==> src/hw/rtl/mcfl_pkg.sv <==
`timescale 1ns / 1ps
package mcfl_pkg;

    // frame layout
    localparam int unsigned FRAME_BYTES = 8;
    localparam int unsigned FRAME_BITS  = FRAME_BYTES * 8;
    localparam logic [7:0]  TAIL_BYTE   = 8'h6B;

    // request codes carried in s_tuser
    localparam logic [1:0] OP_SEND = 2'd0;
    localparam logic [1:0] OP_RX   = 2'd1;
    localparam logic [1:0] OP_TICK = 2'd2;

    // result kinds carried in m_tuser
    localparam logic KIND_TX      = 1'b0;
    localparam logic KIND_OUTCOME = 1'b1;

    // reply outcome codes
    localparam logic [1:0] ST_OK       = 2'd0;
    localparam logic [1:0] ST_TIMEOUT  = 2'd1;
    localparam logic [1:0] ST_BAD_CHECK = 2'd2;

    // register indexes (byte address / 4)
    localparam logic [1:0] REG_DEVICE_ADDRESS = 2'd0;
    localparam logic [1:0] REG_CHECK_RULE     = 2'd1;
    localparam logic [1:0] REG_TIMEOUT_TICKS  = 2'd2;

    // register reset values
    localparam logic [7:0]  RST_DEVICE_ADDRESS = 8'd1;
    localparam logic        RST_CHECK_RULE     = 1'b0;
    localparam logic [31:0] RST_TIMEOUT_TICKS  = 32'd100000;

    typedef struct packed {
        logic [7:0]  device_address;
        logic        check_rule;
        logic [31:0] timeout_ticks;
    } mcfl_cfg_t;

    // one result group handed to the output stage
    typedef struct packed {
        logic                  load;
        logic                  kind;
        logic [FRAME_BITS-1:0] bytes;
        logic [1:0]            status;
        logic [7:0]            resp_status_byte;
        logic [7:0]            resp_data_byte;
    } mcfl_desc_t;

endpackage

==> src/hw/rtl/mcfl_regs.sv <==
`timescale 1ns / 1ps
module mcfl_regs (
    input  logic                aclk,
    input  logic                aresetn,
    input  logic                psel,
    input  logic                penable,
    input  logic                pwrite,
    input  logic [3:0]          paddr,
    input  logic [31:0]         pwdata,
    output logic [31:0]         prdata,
    output logic                pready,
    output mcfl_pkg::mcfl_cfg_t cfg
);
    import mcfl_pkg::*;

    logic [7:0]  device_address_reg;
    logic        check_rule_reg;
    logic [31:0] timeout_ticks_reg;
    logic        wr_en;
    logic [1:0]  reg_idx;

    assign pready  = 1'b1;
    assign wr_en   = psel & penable & pwrite & pready;
    assign reg_idx = paddr[3:2];

    // register writes
    always_ff @(posedge aclk) begin
        if (!aresetn) begin
            device_address_reg <= RST_DEVICE_ADDRESS;
            check_rule_reg     <= RST_CHECK_RULE;
            timeout_ticks_reg  <= RST_TIMEOUT_TICKS;
        end else if (wr_en) begin
            unique case (reg_idx)
                REG_DEVICE_ADDRESS: device_address_reg <= pwdata[7:0];
                REG_CHECK_RULE:     check_rule_reg     <= pwdata[0];
                REG_TIMEOUT_TICKS:  timeout_ticks_reg  <= pwdata;
                default: ;
            endcase
        end
    end

    // read mux
    always_comb begin
        unique case (reg_idx)
            REG_DEVICE_ADDRESS: prdata = {24'd0, device_address_reg};
            REG_CHECK_RULE:     prdata = {31'd0, check_rule_reg};
            REG_TIMEOUT_TICKS:  prdata = timeout_ticks_reg;
            default:            prdata = 32'd0;
        endcase
    end

    assign cfg.device_address = device_address_reg;
    assign cfg.check_rule     = check_rule_reg;
    assign cfg.timeout_ticks  = timeout_ticks_reg;

endmodule

==> src/hw/rtl/mcfl_engine.sv <==
`timescale 1ns / 1ps
module mcfl_engine (
    input  logic                 aclk,
    input  logic                 aresetn,
    input  logic                 s_tvalid,
    output logic                 s_tready,
    // command_code[7:0], data_word[39:8], expect_reply[40], rx_byte[48:41]
    input  logic [55:0]          s_tdata,
    // operation[1:0]
    input  logic [1:0]           s_tuser,
    input  mcfl_pkg::mcfl_cfg_t  cfg,
    input  logic                 out_can_load,
    output mcfl_pkg::mcfl_desc_t desc
);
    import mcfl_pkg::*;

    // input register
    logic        in_valid_reg;
    logic [1:0]  op_reg;
    logic [7:0]  cmd_reg;
    logic [31:0] word_reg;
    logic        expect_reg;
    logic [7:0]  rx_reg;

    // link state
    logic        awaiting_reg,  awaiting_next;
    logic [2:0]  count_reg,     count_next;
    logic [7:0]  run_chk_reg,   run_chk_next;
    logic [7:0]  rx_status_reg, rx_status_next;
    logic [7:0]  rx_data_reg,   rx_data_next;
    logic [7:0]  rx_chk_reg,    rx_chk_next;
    logic [31:0] idle_reg,      idle_next;

    logic        produces;
    logic        fire;
    logic [7:0]  frame_chk;
    logic [7:0]  hdr [6];
    logic [31:0] idle_inc;
    logic        reply_good;

    function automatic logic [7:0] fold(input logic mode, input logic [7:0] acc,
                                        input logic [7:0] b);
        return mode ? (acc ^ b) : (acc + b);
    endfunction

    // check byte over the six header and data bytes
    always_comb begin
        hdr[0] = cfg.device_address;
        hdr[1] = cmd_reg;
        hdr[2] = word_reg[7:0];
        hdr[3] = word_reg[15:8];
        hdr[4] = word_reg[23:16];
        hdr[5] = word_reg[31:24];
        frame_chk = 8'd0;
        for (int i = 0; i < 6; i++) begin
            frame_chk = fold(cfg.check_rule, frame_chk, hdr[i]);
        end
    end

    assign idle_inc   = (idle_reg != '1) ? idle_reg + 32'd1 : idle_reg;
    assign reply_good = (rx_chk_reg == run_chk_reg) && (rx_reg == TAIL_BYTE);

    // next state and result for the held request
    always_comb begin
        awaiting_next  = awaiting_reg;
        count_next     = count_reg;
        run_chk_next   = run_chk_reg;
        rx_status_next = rx_status_reg;
        rx_data_next   = rx_data_reg;
        rx_chk_next    = rx_chk_reg;
        idle_next      = idle_reg;
        produces       = 1'b0;
        desc.kind             = KIND_TX;
        desc.bytes            = '0;
        desc.status           = ST_OK;
        desc.resp_status_byte = 8'd0;
        desc.resp_data_byte   = 8'd0;
        case (op_reg)
            OP_SEND: begin
                produces      = 1'b1;
                desc.bytes    = {TAIL_BYTE, frame_chk, word_reg, cmd_reg,
                                 cfg.device_address};
                awaiting_next = expect_reg;
                count_next    = 3'd0;
                run_chk_next  = 8'd0;
                idle_next     = 32'd0;
            end
            OP_RX: begin
                if (awaiting_reg) begin
                    idle_next = 32'd0;
                    if (count_reg < 3'd6) begin
                        run_chk_next = fold(cfg.check_rule, run_chk_reg, rx_reg);
                    end
                    if (count_reg == 3'd2) rx_status_next = rx_reg;
                    if (count_reg == 3'd3) rx_data_next   = rx_reg;
                    if (count_reg == 3'd6) rx_chk_next    = rx_reg;
                    if (count_reg == 3'd7) begin
                        produces              = 1'b1;
                        desc.kind             = KIND_OUTCOME;
                        desc.status           = reply_good ? ST_OK : ST_BAD_CHECK;
                        desc.resp_status_byte = rx_status_reg;
                        desc.resp_data_byte   = rx_data_reg;
                        awaiting_next         = 1'b0;
                        count_next            = 3'd0;
                        run_chk_next          = 8'd0;
                    end else begin
                        count_next = count_reg + 3'd1;
                    end
                end
            end
            OP_TICK: begin
                if (awaiting_reg) begin
                    idle_next = idle_inc;
                    if (idle_inc >= cfg.timeout_ticks) begin
                        produces      = 1'b1;
                        desc.kind     = KIND_OUTCOME;
                        desc.status   = ST_TIMEOUT;
                        awaiting_next = 1'b0;
                        count_next    = 3'd0;
                        run_chk_next  = 8'd0;
                        idle_next     = 32'd0;
                    end
                end
            end
            default: ;
        endcase
        desc.load = in_valid_reg && produces && out_can_load;
    end

    // a request that makes no result never waits on the output stage
    assign fire      = in_valid_reg && (!produces || out_can_load);
    assign s_tready  = !in_valid_reg || fire;

    // input register
    always_ff @(posedge aclk) begin
        if (!aresetn) begin
            in_valid_reg <= 1'b0;
        end else if (s_tvalid && s_tready) begin
            in_valid_reg <= 1'b1;
        end else if (fire) begin
            in_valid_reg <= 1'b0;
        end
    end

    always_ff @(posedge aclk) begin
        if (s_tvalid && s_tready) begin
            op_reg     <= s_tuser;
            cmd_reg    <= s_tdata[7:0];
            word_reg   <= s_tdata[39:8];
            expect_reg <= s_tdata[40];
            rx_reg     <= s_tdata[48:41];
        end
    end

    // link state update
    always_ff @(posedge aclk) begin
        if (!aresetn) begin
            awaiting_reg  <= 1'b0;
            count_reg     <= 3'd0;
            run_chk_reg   <= 8'd0;
            rx_status_reg <= 8'd0;
            rx_data_reg   <= 8'd0;
            rx_chk_reg    <= 8'd0;
            idle_reg      <= 32'd0;
        end else if (fire) begin
            awaiting_reg  <= awaiting_next;
            count_reg     <= count_next;
            run_chk_reg   <= run_chk_next;
            rx_status_reg <= rx_status_next;
            rx_data_reg   <= rx_data_next;
            rx_chk_reg    <= rx_chk_next;
            idle_reg      <= idle_next;
        end
    end

endmodule

==> src/hw/rtl/mcfl_out.sv <==
`timescale 1ns / 1ps
module mcfl_out (
    input  logic                 aclk,
    input  logic                 aresetn,
    input  mcfl_pkg::mcfl_desc_t desc,
    output logic                 can_load,
    output logic                 m_tvalid,
    input  logic                 m_tready,
    // tx_byte[7:0], status[9:8], resp_status_byte[17:10], resp_data_byte[25:18]
    output logic [31:0]          m_tdata,
    // kind[0]
    output logic                 m_tuser,
    output logic                 m_tlast
);
    import mcfl_pkg::*;

    localparam int unsigned CNT_W = $clog2(FRAME_BYTES + 1);

    logic [CNT_W-1:0]      cnt_reg;
    logic [FRAME_BITS-1:0] bytes_reg;
    logic                  kind_reg;
    logic [1:0]            status_reg;
    logic [7:0]            rs_reg;
    logic [7:0]            rd_reg;
    logic                  take;

    assign take     = m_tvalid && m_tready;
    assign can_load = (cnt_reg == '0) || ((cnt_reg == CNT_W'(1)) && m_tready);

    // byte counter
    always_ff @(posedge aclk) begin
        if (!aresetn) begin
            cnt_reg <= '0;
        end else if (desc.load) begin
            cnt_reg <= (desc.kind == KIND_OUTCOME) ? CNT_W'(1) : CNT_W'(FRAME_BYTES);
        end else if (take) begin
            cnt_reg <= cnt_reg - CNT_W'(1);
        end
    end

    // frame shift register and outcome fields
    always_ff @(posedge aclk) begin
        if (desc.load) begin
            bytes_reg  <= desc.bytes;
            kind_reg   <= desc.kind;
            status_reg <= desc.status;
            rs_reg     <= desc.resp_status_byte;
            rd_reg     <= desc.resp_data_byte;
        end else if (take) begin
            bytes_reg <= {8'd0, bytes_reg[FRAME_BITS-1:8]};
        end
    end

    assign m_tvalid = (cnt_reg != '0);
    assign m_tuser  = kind_reg;
    assign m_tlast  = (kind_reg == KIND_TX) && (cnt_reg == CNT_W'(1));
    assign m_tdata  = {6'd0, rd_reg, rs_reg, status_reg, bytes_reg[7:0]};

endmodule

==> src/hw/rtl/motor_command_frame_link_core.sv <==
`timescale 1ns / 1ps
// path: a request is held in the input register, and its first result is then registered in
// the output stage before it is offered; a busy output stage holds it in the input register
// output: a send occupies the output for its eight frame bytes, one byte per transfer, and a
// reply outcome for a single transfer; requests that make no result never wait on the output
// reset: synchronous active-low aresetn clears the link state, the output and the
// registers to address 1, byte-sum check and 100000 ticks
module motor_command_frame_link_core (
    input  logic        aclk,
    input  logic        aresetn,
    // request channel
    input  logic        s_tvalid,
    output logic        s_tready,
    // command_code[7:0], data_word[39:8], expect_reply[40], rx_byte[48:41]
    input  logic [55:0] s_tdata,
    // operation[1:0]
    input  logic [1:0]  s_tuser,
    // result channel
    output logic        m_tvalid,
    input  logic        m_tready,
    // tx_byte[7:0], status[9:8], resp_status_byte[17:10], resp_data_byte[25:18]
    output logic [31:0] m_tdata,
    // kind[0]
    output logic        m_tuser,
    output logic        m_tlast,
    // configuration port
    input  logic        psel,
    input  logic        penable,
    input  logic        pwrite,
    input  logic [3:0]  paddr,
    input  logic [31:0] pwdata,
    output logic [31:0] prdata,
    output logic        pready
);
    import mcfl_pkg::*;

    mcfl_cfg_t  cfg;
    mcfl_desc_t desc;
    logic       out_can_load;

    mcfl_regs u_regs (
        .aclk    (aclk),
        .aresetn (aresetn),
        .psel    (psel),
        .penable (penable),
        .pwrite  (pwrite),
        .paddr   (paddr),
        .pwdata  (pwdata),
        .prdata  (prdata),
        .pready  (pready),
        .cfg     (cfg)
    );

    mcfl_engine u_engine (
        .aclk         (aclk),
        .aresetn      (aresetn),
        .s_tvalid     (s_tvalid),
        .s_tready     (s_tready),
        .s_tdata      (s_tdata),
        .s_tuser      (s_tuser),
        .cfg          (cfg),
        .out_can_load (out_can_load),
        .desc         (desc)
    );

    mcfl_out u_out (
        .aclk     (aclk),
        .aresetn  (aresetn),
        .desc     (desc),
        .can_load (out_can_load),
        .m_tvalid (m_tvalid),
        .m_tready (m_tready),
        .m_tdata  (m_tdata),
        .m_tuser  (m_tuser),
        .m_tlast  (m_tlast)
    );

endmodule

==> config.mk <==
export PLATFORM = sky130hd
export DESIGN_NAME = motor_command_frame_link_core
export DESIGN_NICKNAME = d
export VERILOG_FILES = /design/src/hw/rtl/mcfl_pkg.sv /design/src/hw/rtl/mcfl_regs.sv /design/src/hw/rtl/mcfl_engine.sv /design/src/hw/rtl/mcfl_out.sv /design/src/hw/rtl/motor_command_frame_link_core.sv
export SDC_FILE = /design/constraint.sdc
export NUM_CORES = 1
export LEC_CHECK = 0
export ABC_AREA = 1
export BUFFER_PORTS_ARGS = -buffer_cell sky130_fd_sc_hd__buf_2
export CAP_MARGIN = 20
export CORE_UTILIZATION = 55
export CTS_BUF_LIST = sky130_fd_sc_hd__clkbuf_8
export CTS_CLUSTER_SIZE = 8
export DETAILED_ROUTE_END_ITERATION = 10
export PLACE_DENSITY_LB_ADDON = 0.12
export SLEW_MARGIN = 0
export SYNTH_ARGS = -nofsm -noshare
export SYNTH_HDL_FRONTEND = slang
export SYNTH_SLANG_ARGS = --single-unit
==> constraint.sdc <==
create_clock -name aclk -period 4.9 [get_ports aclk]
set_clock_uncertainty 0.2 [all_clocks]
set_input_delay 0.735 -clock aclk [delete_from_list [all_inputs] [get_ports aclk]]
set_output_delay 0.735 -clock aclk [all_outputs]
set_load 0.1 [all_outputs]
[Word level (Yosys, flattened, before mapping)]
Index checks and enable logic that the tools add are counted.
Storage, ports and cells
  bits in registers: 248
  bits of input ports: 101
  word-level logic and storage cells: 137
Cells by class
  add/sub/neg operators: 9
  $lt $le $gt $ge: 2
  equality and inequality tests: 16
  mux-type cells: 48
  bitwise logic cells: 9
  reductions and logical operators: 31
Operators with widths (number)
  32-bit case mux with 3 select lines: 2
  32-bit 2-to-1 mux: 4
  64-bit 2-to-1 mux: 2
  8-bit 2-to-1 mux: 11
  63-bit 2-to-1 mux: 1
  8-bit adder: 6
  8-bit XOR: 6
  18-bit 2-to-1 mux: 2
  32-bit by 1-bit adder with 32-bit output (second input constant): 1
  32-bit >= comparator: 1
  32-bit inequality test (second input constant): 1
  8-bit case mux with 3 select lines: 1
  4-bit AND reduction: 4
  3-bit 2-to-1 mux: 4
  4-bit 2-to-1 mux: 3
  1-bit 2-to-1 mux: 11
  3-bit case mux with 3 select lines: 1
  8-bit by 7-bit equality test with 1-bit output (second input constant): 1
  8-bit equality test: 1
  1-bit logical AND: 8
  2-bit AND reduction: 4
  3-bit by 2-bit equality test with 1-bit output (second input constant): 2
  3-bit equality test (second input constant): 2
  2-bit by 1-bit inequality test with 1-bit output (second input constant): 3
  other kinds (23): 33

[Logic depth before layout (Yosys ltp)]
Gate-level depths: netlist of run 1.
  word-level depth: 12
  depth in mapped cells: 33

[Hierarchy]
From an unflattened synthesis of run 1, not the netlist that was laid out.
Second synthesis, totals
  cell total of the unflattened synthesis: 1986
  area total of the unflattened synthesis: 15142.0 um^2
Modules (own cells, without submodules)
  mcfl_engine: instances 1, cells an instance 1330, area each 9462.8 um^2, sequential area each 2912.8 um^2
  mcfl_out: instances 1, cells an instance 337, area each 3652.3 um^2, sequential area each 2572.5 um^2
  mcfl_regs: instances 1, cells an instance 319, area each 2026.9 um^2, sequential area each 820.8 um^2

[Worst setup path before layout of run 1]
OpenSTA, ideal clock, no wires.
  path kind: reg-to-reg
  start point: register u_engine.cmd_reg[0]
  end point: register u_out.bytes_reg[55], data pin
  library setup time: 0.255 ns
  arrival time: 4.876 ns
  required time: 4.445 ns
  slack: -0.431 ns
  cell stages (with the launch flop): 31
  path buffers: 0
  cell sequence: edfxtp_1 ha_1 fa_1 nand2_1 nand2_1 fa_1 inv_1 o21ai_0 inv_1 fa_1 nor2_1 xor2_1 ha_1 a21o_1 a31oi_1 inv_1 a21oi_1 o21ai_0 nand2_1 xor2_1 inv_1 ha_1 nand2_1 inv_1 nand3_1 o221ai_1 nand2_1 xor2_1 xor2_1 nand2_1 a21oi_1
Between the ends
  cells in the longest elaborated chain, start to end: 12
RTL lines
  from (decl): RTL line mcfl_engine.sv:20  | logic [7:0] cmd_reg;
  from (signal assigned): RTL line mcfl_engine.sv:148  | cmd_reg <= s_tdata[7:0];
  8-bit adder / 8-bit XOR (equally long branches): RTL line mcfl_engine.sv:43  | return mode ? (acc ^ b) : (acc + b);
  8-bit 2-to-1 mux (*): RTL line mcfl_engine.sv:43
  8-bit adder / 8-bit XOR (equally long branches): RTL line mcfl_engine.sv:43
  8-bit 2-to-1 mux (*): RTL line mcfl_engine.sv:43
  8-bit adder / 8-bit XOR (equally long branches): RTL line mcfl_engine.sv:43
  8-bit 2-to-1 mux (*): RTL line mcfl_engine.sv:43
  8-bit adder / 8-bit XOR (equally long branches): RTL line mcfl_engine.sv:43
  8-bit 2-to-1 mux (*): RTL line mcfl_engine.sv:43
  8-bit adder / 8-bit XOR (equally long branches): RTL line mcfl_engine.sv:43
  8-bit 2-to-1 mux (*): RTL line mcfl_engine.sv:43
  63-bit 2-to-1 mux (*): RTL line mcfl_engine.sv:78  | case (op_reg)
  64-bit 2-to-1 mux (*): RTL line mcfl_out.sv:43  | if (desc.load) begin
  to (signal assigned): RTL line mcfl_out.sv:44  | bytes_reg <= desc.bytes;
  to (signal assigned): RTL line mcfl_out.sv:50  | bytes_reg <= {8'd0, bytes_reg[FRAME_BITS-1:8]};
  to (decl): RTL line mcfl_out.sv:20  | logic [FRAME_BITS-1:0] bytes_reg;
Every way passes the cells marked *; elsewhere a longest branch is shown, timed or not.
A chain may end at the register's enable or synchronous reset.

[Worst setup path in the final report of run 1]
Same ends and word-level chain as after synthesis.

==> metrics.txt, run 1 <==
status=complete, but fails checks; violated checks=negative setup slack; most frequent CP cell=nand2_1; CTS clock-pin slew for the worst setup and hold paths=60 ps; die width=158.7 µm; R2R Path End=u_out.bytes_reg[55]$_SDFFCE_PN0P_; I/O pin count=170; worst-path fanout max=3; actual slew at the worst max-slew pin=767.1 ps; CTS Root Cell=clkbuf_8; EDFF count, synth=127; vias in the first global route=11020; CP Launch Type=register; ANT nets after route=0; main combinational cell family by area after synthesis=simple AND/OR/NAND/NOR gates; number of max-cap violations=0; RSZ-0062 raised after global routing=true; Synth Area in Adders=8.944%; Syn Area/Cell=7.968 µm²; pins over their slew limit=0; reg2reg path depth=29; r2r setup slk=-640 ps; nets=2104; clk buf depth=3; port bufs=153; simple-gate share of the synthesized area=21.50%; Hold WS=162.1 ps; total track usage=26.98%; final hold viol count=0; First-pass DRT Iterations=5; Cell Rows=56; leading area contributor after synthesis=edfxtp_1; Peak VDD IR=0.5656 mV; fin crit period=5539 ps; Hold Crit Depth=1; Detail Placement HPWL=24330 µm; multi-input logic area=6671 µm²; top cells by area, synth=edfxtp_1, dfxtp_1, nand2_1; YS warnings=0; Pleak=0.007624 µW; share of layout cells above drive strength 1=21.31%; worst rel slew slack=48.80%; Worst setup startpoint=u_engine.cmd_reg[0]$_DFFE_PP_; number of synthesized register bits=241; Cells after Synth=1696; largest net degree at the start of global routing=59; Yosys top cell area share=28.22%; crit path max-delay cell type=fa_2; total power=7731 µW; sequential fraction of the synthesis area=45.11%; Worst Hold Class=in -> reg; worst setup path endpoint=u_out.bytes_reg[55]$_SDFFCE_PN0P_; grt ovf=0; TNS Setup=-1273 ps; Num CTS Buffers=43; fill count=2007; area added between synthesis and finish=21.45%; Top FF cell, synth=edfxtp_1; antenna violations before repair=2; synth unique cells=46; DRC=0; FMAX=180.6 MHz; Skew-Pair Late Insertion Delay=550 ps; post-synthesis compound-gate area fraction=10.47%; drt first-iter violations=688; fraction of registers with async set/reset=0%; CORE AREA=23750 µm²; multiplexer share of the synthesized area=0%; Initial Utilization=56.89%; final cycle utilization of the critical path=113.0%; routability-driven placement congestion ratio=0.9268; Mapped Area=13510 µm²; die area=25200 µm²; clock sinks=241; slowest stage delay, CP=530 ps; Pwr Density=471.0 nW/µm²; post-DR vias/cell=5.197; Crit. End Element=register; final worst slack=-638.6 ps; DR WL/cell=15.45 µm; die span in y=158.7 µm; Reg-to-Reg Start=u_engine.cmd_reg[0]$_DFFE_PP_; Setup Crit Path Kind=reg -> reg; H-tree levels=2; Synth Area in XOR/XNOR=4.343%; final wirelength=34980 µm; Worst Path Arrival=5740 ps; max reg flops=57; sequential standard cell area=6105 µm²; DR vias=11770; first-pass GRT wire length=54970 µm; CTS tree=built; Required @ worst endpoint=5100 ps; Final setup viols=4
[metal layers]
| metal | part of all wire [%] | global-route usage (%) |
|---|---|---|
| met5 | 0 | 0 |
| met4 | 2.9 | 9.047 |
| met3 | 6.1 | 4.990 |
| met2 | 47 | 44.66 |
| met1 | 44 | 35.44 |
[worst min path at each step]
| stage | from | endpoint | slack [ps] |
|---|---|---|---|
| floorplan | u_engine.rx_data_reg[0]$_SDFFE_PN0P_ | u_engine.rx_data_reg[0]$_SDFFE_PN0P_ | 240 |
| global placement | u_engine.rx_data_reg[0]$_SDFFE_PN0P_ | u_engine.rx_data_reg[0]$_SDFFE_PN0P_ | 250 |
| detailed placement | u_engine.rx_data_reg[0]$_SDFFE_PN0P_ | u_engine.rx_data_reg[0]$_SDFFE_PN0P_ | 260 |
| CTS | s_tdata[3] | u_engine.cmd_reg[3]$_DFFE_PP_ | 130 |
| global route | s_tdata[13] | u_engine.word_reg[5]$_DFFE_PP_ | 130 |
| finish | s_tdata[13] | u_engine.word_reg[5]$_DFFE_PP_ | 160 |
[report_power, final]
part           internal (µW)  leakage (µW)  switching [µW]
clock network            880      0.000463             828
logic                   1370       0.00500            1980
registers               2540       0.00216             131
total                   4790       0.00762            2940
[cell usage after synthesis, drive strengths merged (24+ instances only)]
master  count
xor2       57
inv       240
nor3       24
buf        35
nand2     420
clkbuf     38
a21oi     122
edfxtp    127
ha         87
dfxtp     114
nand3      36
o21ai     111
nor2      196
[cells in the final DEF (no fill, tap or decap), drive strengths merged, types with 3 or more instances in the layout]
| cell | netlist | final |
|---|---|---|
| xor2 | 57 | 57 |
| o22ai | 7 | 7 |
| nor3 | 24 | 24 |
| conb | 2 | 7 |
| a21oi | 122 | 122 |
| o211ai | 8 | 8 |
| ha | 87 | 87 |
| nor2 | 196 | 196 |
| nor4 | 12 | 12 |
| o21ai | 111 | 111 |
| inv | 240 | 256 |
| xnor2 | 10 | 10 |
| dfxtp | 114 | 114 |
| fa | 6 | 6 |
| o221ai | 3 | 3 |
| nand4 | 17 | 17 |
| clkinv | 2 | 15 |
| nand2 | 420 | 420 |
| a21o | 3 | 3 |
| clkbuf | 38 | 49 |
| edfxtp | 127 | 127 |
| buf | 35 | 235 |
| nand3 | 36 | 36 |
[repair_timing]
action,in CTS,in global routing
hold buffers,0,0
pin swaps,14,55
cloned,0,2
setup endpoints to repair,6,7
resized for setup,22,90
buffers inserted,10,16
[layout make-up]
cell class | instances | area share (%)
Timing Repair Buffer | 237 | 9.400
Clock buffer | 47 | 3.941
Multi-Input combinational cell | 1145 | 40.65
Sequential cell | 241 | 37.20
Tap cell | 319 | 2.432
Antenna cell | 2 | 0.03049
Inverter | 242 | 5.573
Clock inverter | 31 | 0.7776
[cells by family (layout without fill, tap and decap cells)]
logic type      Yosys count  after routing
simple gates            712            712
buf+inv                 315            557
compound gates          266            266
flops                   241            241
fa+ha+maj                93             93
xor+xnor                 67             67
other cells               2              9
[stage by stage]
step	setup slack [ps]	cell area (µm²)	utilization, %	instances
finish	-638.6	16410	69.10	2264
global route	-915.8	16410	69.10	2264
CTS	-567.8	15860	66.78	2247
detailed placement	-738.8	14960	62.97	2161
global placement	-605.0	14960	62.97	2161
floorplan	-246.5	13670	-	1701
[critical path, delay by kind of cell (launching register included)]
kind	cells	cell delay, ps
buffers and inverters	3	360
AO/OA/AOI/OAI	7	830
flip-flops	1	380
adder cells (fa/ha/maj)	6	2050
XOR/XNOR	4	710
AND/OR/NAND/NOR	9	830
No activity file was read; power rests on OpenSTA's default activity.
==> inputs of run 2 (changes only) <==
--- a/config.mk
+++ b/config.mk
@@ -8,7 +8,7 @@
 export ABC_AREA = 1
 export BUFFER_PORTS_ARGS = -buffer_cell sky130_fd_sc_hd__buf_2
 export CAP_MARGIN = 20
-export CORE_UTILIZATION = 55
+export CORE_UTILIZATION = 65
 export CTS_BUF_LIST = sky130_fd_sc_hd__clkbuf_8
 export CTS_CLUSTER_SIZE = 8
 export DETAILED_ROUTE_END_ITERATION = 10
==> constraint.sdc (replaced) <==
create_clock -name aclk -period 6.95 [get_ports aclk]
set_clock_uncertainty 0.2 [all_clocks]
set_input_delay 1.0425 -clock aclk [delete_from_list [all_inputs] [get_ports aclk]]
set_output_delay 1.0425 -clock aclk [all_outputs]
set_load 0.1 [all_outputs]
==> run 2 against run 1 <==
Against the previous run:
- the run now ends clean
- via count down 1.8%
- sequential power shrank 30%
- wire length fell by 5.0%
- non-clock buffer count is 67 lower
- register-to-register slack better by 1400 ps
- critical path depth is 9 lower
- global-route usage is 4.4 points higher
==> metrics.txt, run 2 (synthesis gave the netlist of run 1 again) <==
status=completed; hold_buf cts=0; RSZ-0062 raised after global routing=false; First-pass DRT Iterations=5; vias in the first global route=11020; crit path max-delay cell type=nand4_2; most common cell after layout, fill and taps aside=nand2_1; r2r setup slk=770 ps; post-CTS sizing=0; antenna violations before repair=3; Pleak=0.007165 µW; dpl cells=2067; pins over their slew limit=0; worst-path fanout max=29; hold_sp=u_engine.rx_data_reg[1]$_SDFFE_PN0P_; CORE AREA=20300 µm²; CP Cell Sequence=nand2_1, inv_1, nand3_1, nor4_1, nand4_2, buf_4, o21ai_0, ha_1, nand2_1, nor2_1, nand4_1, nand3_1, nand2_1, nand2_1, nand2_2, nand2_2, nand3_2, nand2_4, nand4_1, buf_2; Finished Layout Cells=2146; number of max-cap violations=0; worst rel slew slack=50.37%; max reg flops=57; port bufs=153; drt first-iter violations=731; Hold EP=u_engine.rx_data_reg[1]$_SDFFE_PN0P_; DR WL/cell=15.49 µm; ANT nets after route=0; Buf/Inv on CP=3; FMAX=161.0 MHz; total track usage=31.37%; first-pass GRT wire length=53920 µm; Setup Fix Bufs, Post-CTS=0; final hold viol count=0; Pwr Density=324.2 nW/µm²; actual slew at the worst max-slew pin=742.2 ps; CP Launch Type=register; routability-driven placement congestion ratio=0.9233; die span in y=146.2 µm; final cycle utilization of the critical path=89.36%; total power=4927 µW; fin crit period=6211 ps; Required @ worst endpoint=5710 ps; area added between synthesis and finish=12.47%; Top delay family on crit path=simple AND/OR/NAND/NOR gates; Detail Placement HPWL=23360 µm; Crit. End Element=output port; largest net degree at the start of global routing=72; reg2reg path depth=30; TNS Setup=0 ps; clk buf depth=3; share of layout cells above drive strength 1=12.97%; Final setup viols=0; DR vias=11560; Initial Utilization=66.57%; die area=21370 µm²; nets=2036; post-DR vias/cell=5.386; die width=146.2 µm; final wirelength=33250 µm; Skew-Pair Late Insertion Delay=550 ps; most frequent cells in the layout=nand2_1, inv_1, nor2_1; fill count=1566; Reg-to-Reg Start=u_engine.cmd_reg[0]$_DFFE_PP_; CTS clock-pin slew for the worst setup and hold paths=60 ps; slowest stage delay, CP=670 ps; Peak VDD IR=0.4281 mV; Num CTS Buffers=42; R2R Path End=u_out.bytes_reg[55]$_SDFFCE_PN0P_; clock sinks=241; Hold Crit Depth=2; Setup Crit Path Kind=reg -> out; Worst Hold Class=reg -> reg; CTS Root Cell=clkbuf_8; grt ovf=0; Worst Path Arrival=4970 ps; Cell Rows=52; most frequent CP cell=nand2_1; H-tree levels=2; DRC=0; I/O pin count=170; CTS tree=built
==> run 2: how the worst max path moves through the flow <==
stage                                        from                                end  slack, ps  cells past startpoint
5_1_grt             u_engine.cmd_reg[0]$_DFFE_PP_  u_out.bytes_reg[55]$_SDFFCE_PN0P_        270                     27
3_5_place_dp        u_engine.cmd_reg[0]$_DFFE_PP_  u_out.bytes_reg[55]$_SDFFCE_PN0P_        850                     30
2_1_floorplan       u_engine.cmd_reg[0]$_DFFE_PP_  u_out.bytes_reg[55]$_SDFFCE_PN0P_       1620                     30
4_1_cts             u_engine.cmd_reg[0]$_DFFE_PP_  u_out.bytes_reg[55]$_SDFFCE_PN0P_        780                     30
6_report       u_engine.idle_reg[28]$_SDFFE_PN0P_                           s_tready        740                     20
3_3_place_gp        u_engine.cmd_reg[0]$_DFFE_PP_  u_out.bytes_reg[55]$_SDFFCE_PN0P_       1100                     30
==> run 2: power by group <==
| group | internal (µW) | total, µW | switching [µW] |
|---|---|---|---|
| Combinational | 583 | 1810 | 1230 |
| Sequential | 1790 | 1880 | 88.4 |
| Clock | 657 | 1240 | 581 |
| Total | 3030 | 4930 | 1900 |
==> run 2: per-layer routing <==
metal	part of all wire, %	track usage, %	up-vias
met3	6.5	5.219	59
li1	-	-	5764
met5	0	0	-
met2	47	53.19	425
met4	2.4	10.47	0
met1	44	40.82	5310
==> run 2: area by class of cell <==
type	instances	area [µm²]	share of cell area, %
clock inverters	28	143.9	0.9467
well taps	270	337.8	2.223
multi-input cells	1145	6145	40.43
repair buffers	170	913.4	6.010
inverters	242	908.4	5.977
flip-flops and latches	241	6096	40.11
diodes	3	7.507	0.04939
clock buffers	47	646.9	4.256
==> run 2: through the flow <==
stage	hold WS, ps	util, %	area (µm²)	setup slack (ps)
after floorplan	239.1	-	13530	1619
after global placement	250.4	70.80	14370	1100
after detailed placement	255.0	70.80	14370	849.3
after CTS	264.1	74.70	15160	776.7
after global routing	279.0	74.86	15200	274.2
final	262.6	74.87	15200	739.2
==> run 2: worst register-to-register path: cells and delay by family, from the launching register on <==
kind / cells / cell delay (ps)
flops: 1 / 390
xor+xnor: 4 / 790
simple gates: 8 / 720
compound gates: 7 / 1340
fa+ha+maj: 6 / 2220
buf+inv: 5 / 350
==> inputs of run 3 (changes only) <==
--- a/config.mk
+++ b/config.mk
@@ -13,6 +13,7 @@
 export CTS_CLUSTER_SIZE = 8
 export DETAILED_ROUTE_END_ITERATION = 10
 export PLACE_DENSITY_LB_ADDON = 0.12
+export REMOVE_ABC_BUFFERS = 1
 export SLEW_MARGIN = 0
 export SYNTH_ARGS = -nofsm -noshare
 export SYNTH_HDL_FRONTEND = slang
==> run 3 against run 2 <==
Against the previous run:
- register-to-register slack worse by 80 ps
- via count fell by 0.86%
- global-route usage down 1.3 points
- worst setup slack worse by 53 ps
- final cell count fell by 0.23%
- clock power decreased by 5%
- power down 1.1%
- non-clock buffer count fell by 2
- utilization fell by 0.25 points
- critical path depth up 10
- critical path type is now reg -> reg
==> metrics.txt, run 3 (synthesis gave the netlist of run 1 again) <==
CTS clock-pin slew for the worst setup and hold paths=60 ps; die span in y=146.2 µm; Detail Placement HPWL=22430 µm; vias in the first global route=10440; Worst Hold Class=reg -> reg; antenna violations before repair=0; number of max-cap violations=0; Peak VDD IR=0.2279 mV; final wirelength=32120 µm; slowest stage delay, CP=510 ps; total placed instance area=14350 µm²; Final setup viols=0; pins over their slew limit=0; sequential power share=38.8%; DR WL/cell=15.00 µm; hold_buf cts=0; largest net degree at the start of global routing=59; worst-path fanout max=4; fin crit period=6264 ps; clock sinks=241; fill count=1601; DRC=0; Setup Fix Bufs, Post-CTS=0; Clk pwr share=24.1%; die width=146.2 µm; CP Launch Type=register; Pwr Density=321.7 nW/µm²; Worst Path Arrival=6470 ps; total track usage=30.07%; ANT nets after route=0; I/O pin count=170; area added between synthesis and finish=12.09%; power share of the combinational group=37.1%; final cycle utilization of the critical path=90.12%; TNS Setup=0 ps; post-CTS sizing=0; die area=21370 µm²; drt first-iter violations=867; Crit. End Element=register; Setup Crit Path Kind=reg -> reg; nets=2033; H-tree levels=2; worst rel slew slack=42.72%; max reg flops=57; clk buf depth=3; RSZ-0062 raised after global routing=false; post-DR vias/cell=5.352; most frequent CP cell=nand2_1; actual slew at the worst max-slew pin=859.3 ps; CTS tree=built; Skew-Pair Late Insertion Delay=570 ps; most frequent cells in the layout=nand2_1, inv_1, nor2_1; Psw=1912 µW; Switching Fraction=39.22%; DR vias=11460; first-pass GRT wire length=51470 µm; Initial Utilization=66.57%; Pleak=0.007140 µW; Pint=2962 µW; port bufs=153; fin area=15150 µm²; crit path max-delay cell type=fa_1; routability-driven placement congestion ratio=0.9030; FMAX=159.7 MHz; antenna fix cells=0; Required @ worst endpoint=7160 ps; most common cell after layout, fill and taps aside=nand2_1; Num CTS Buffers=41; final hold viol count=0; Hold WS=259.6 ps; share of layout cells above drive strength 1=12.56%; First-pass DRT Iterations=7; status=completed; grt ovf=0; Cell Rows=52; CTS Root Cell=clkbuf_8; CORE AREA=20300 µm²
[run 3: changes by cell type in the layout (fill, tap and decap cells not counted), sizes merged]
cell,previous run,this run
clkbuf,47,44
diode,3,0
inv,254,258
buf,170,168
bufinv,1,0
[run 3: final timing paths]
check | start | end | slack, ps | cells past startpoint
setup / recovery | u_engine.cmd_reg[0]$_DFFE_PP_ | u_out.bytes_reg[55]$_SDFFCE_PN0P_ | 690 | 30
hold / removal | u_engine.rx_data_reg[0]$_SDFFE_PN0P_ | u_engine.rx_data_reg[0]$_SDFFE_PN0P_ | 260 | 2
setup reg to reg | u_engine.cmd_reg[0]$_DFFE_PP_ | u_out.bytes_reg[55]$_SDFFCE_PN0P_ | 690 | 30
hold reg to reg | u_engine.rx_data_reg[0]$_SDFFE_PN0P_ | u_engine.rx_data_reg[0]$_SDFFE_PN0P_ | 260 | 2
[run 3: area by class of cell]
type / instances / area [µm²] / share of cell area (%)
Clock buffer: 44 / 605.6 / 3.998
Clock inverter: 31 / 143.9 / 0.9499
Inverter: 242 / 908.4 / 5.997
Multi-Input combinational cell: 1145 / 6145 / 40.57
Sequential cell: 241 / 6096 / 40.24
Tap cell: 270 / 337.8 / 2.230
Timing Repair Buffer: 168 / 910.9 / 6.014
[run 3: per-layer routing]
layer  global-route usage [%]  up-vias  part of all wire, %
met5                        0        -                    0
met2                    46.76      458                   44
met4                    10.31        0                  2.9
met1                    42.71     5180                   44
li1                         -     5747                    -
met3                    4.969       74                  8.3
[run 3: power by group through the flow]
stage | combinational [µW] | clock, µW | sequential (µW)
floorplan | 1230 | 0 | 2060
global placement | 1690 | 0 | 1910
detailed placement | 1750 | 0 | 1920
CTS | 1780 | 1190 | 1890
global route | 1990 | 1250 | 1910
finish | 1810 | 1180 | 1890
[run 3: critical path: cells and delay by family (launching register included)]
kind,cells,cell delay (ps)
AOI/OAI and AO/OA,7,1390
adders and majority gates,6,2230
xor gates and xnor gates,4,780
DFF,1,400
and+or+nand+nor,8,730
buffers and inverters,5,360
[run 3: stage by stage]
step / utilization, % / power, µW / cells / setup slack (ps)
floorplan: - / 3289 / 1628 / 1040
global placement: 70.69 / 3598 / 2064 / 1092
detailed placement: 70.69 / 3670 / 2064 / 796.6
CTS: 74.38 / 4859 / 2139 / 766.9
global route: 74.62 / 5150 / 2141 / 159.9
finish: 74.62 / 4874 / 2141 / 686.4
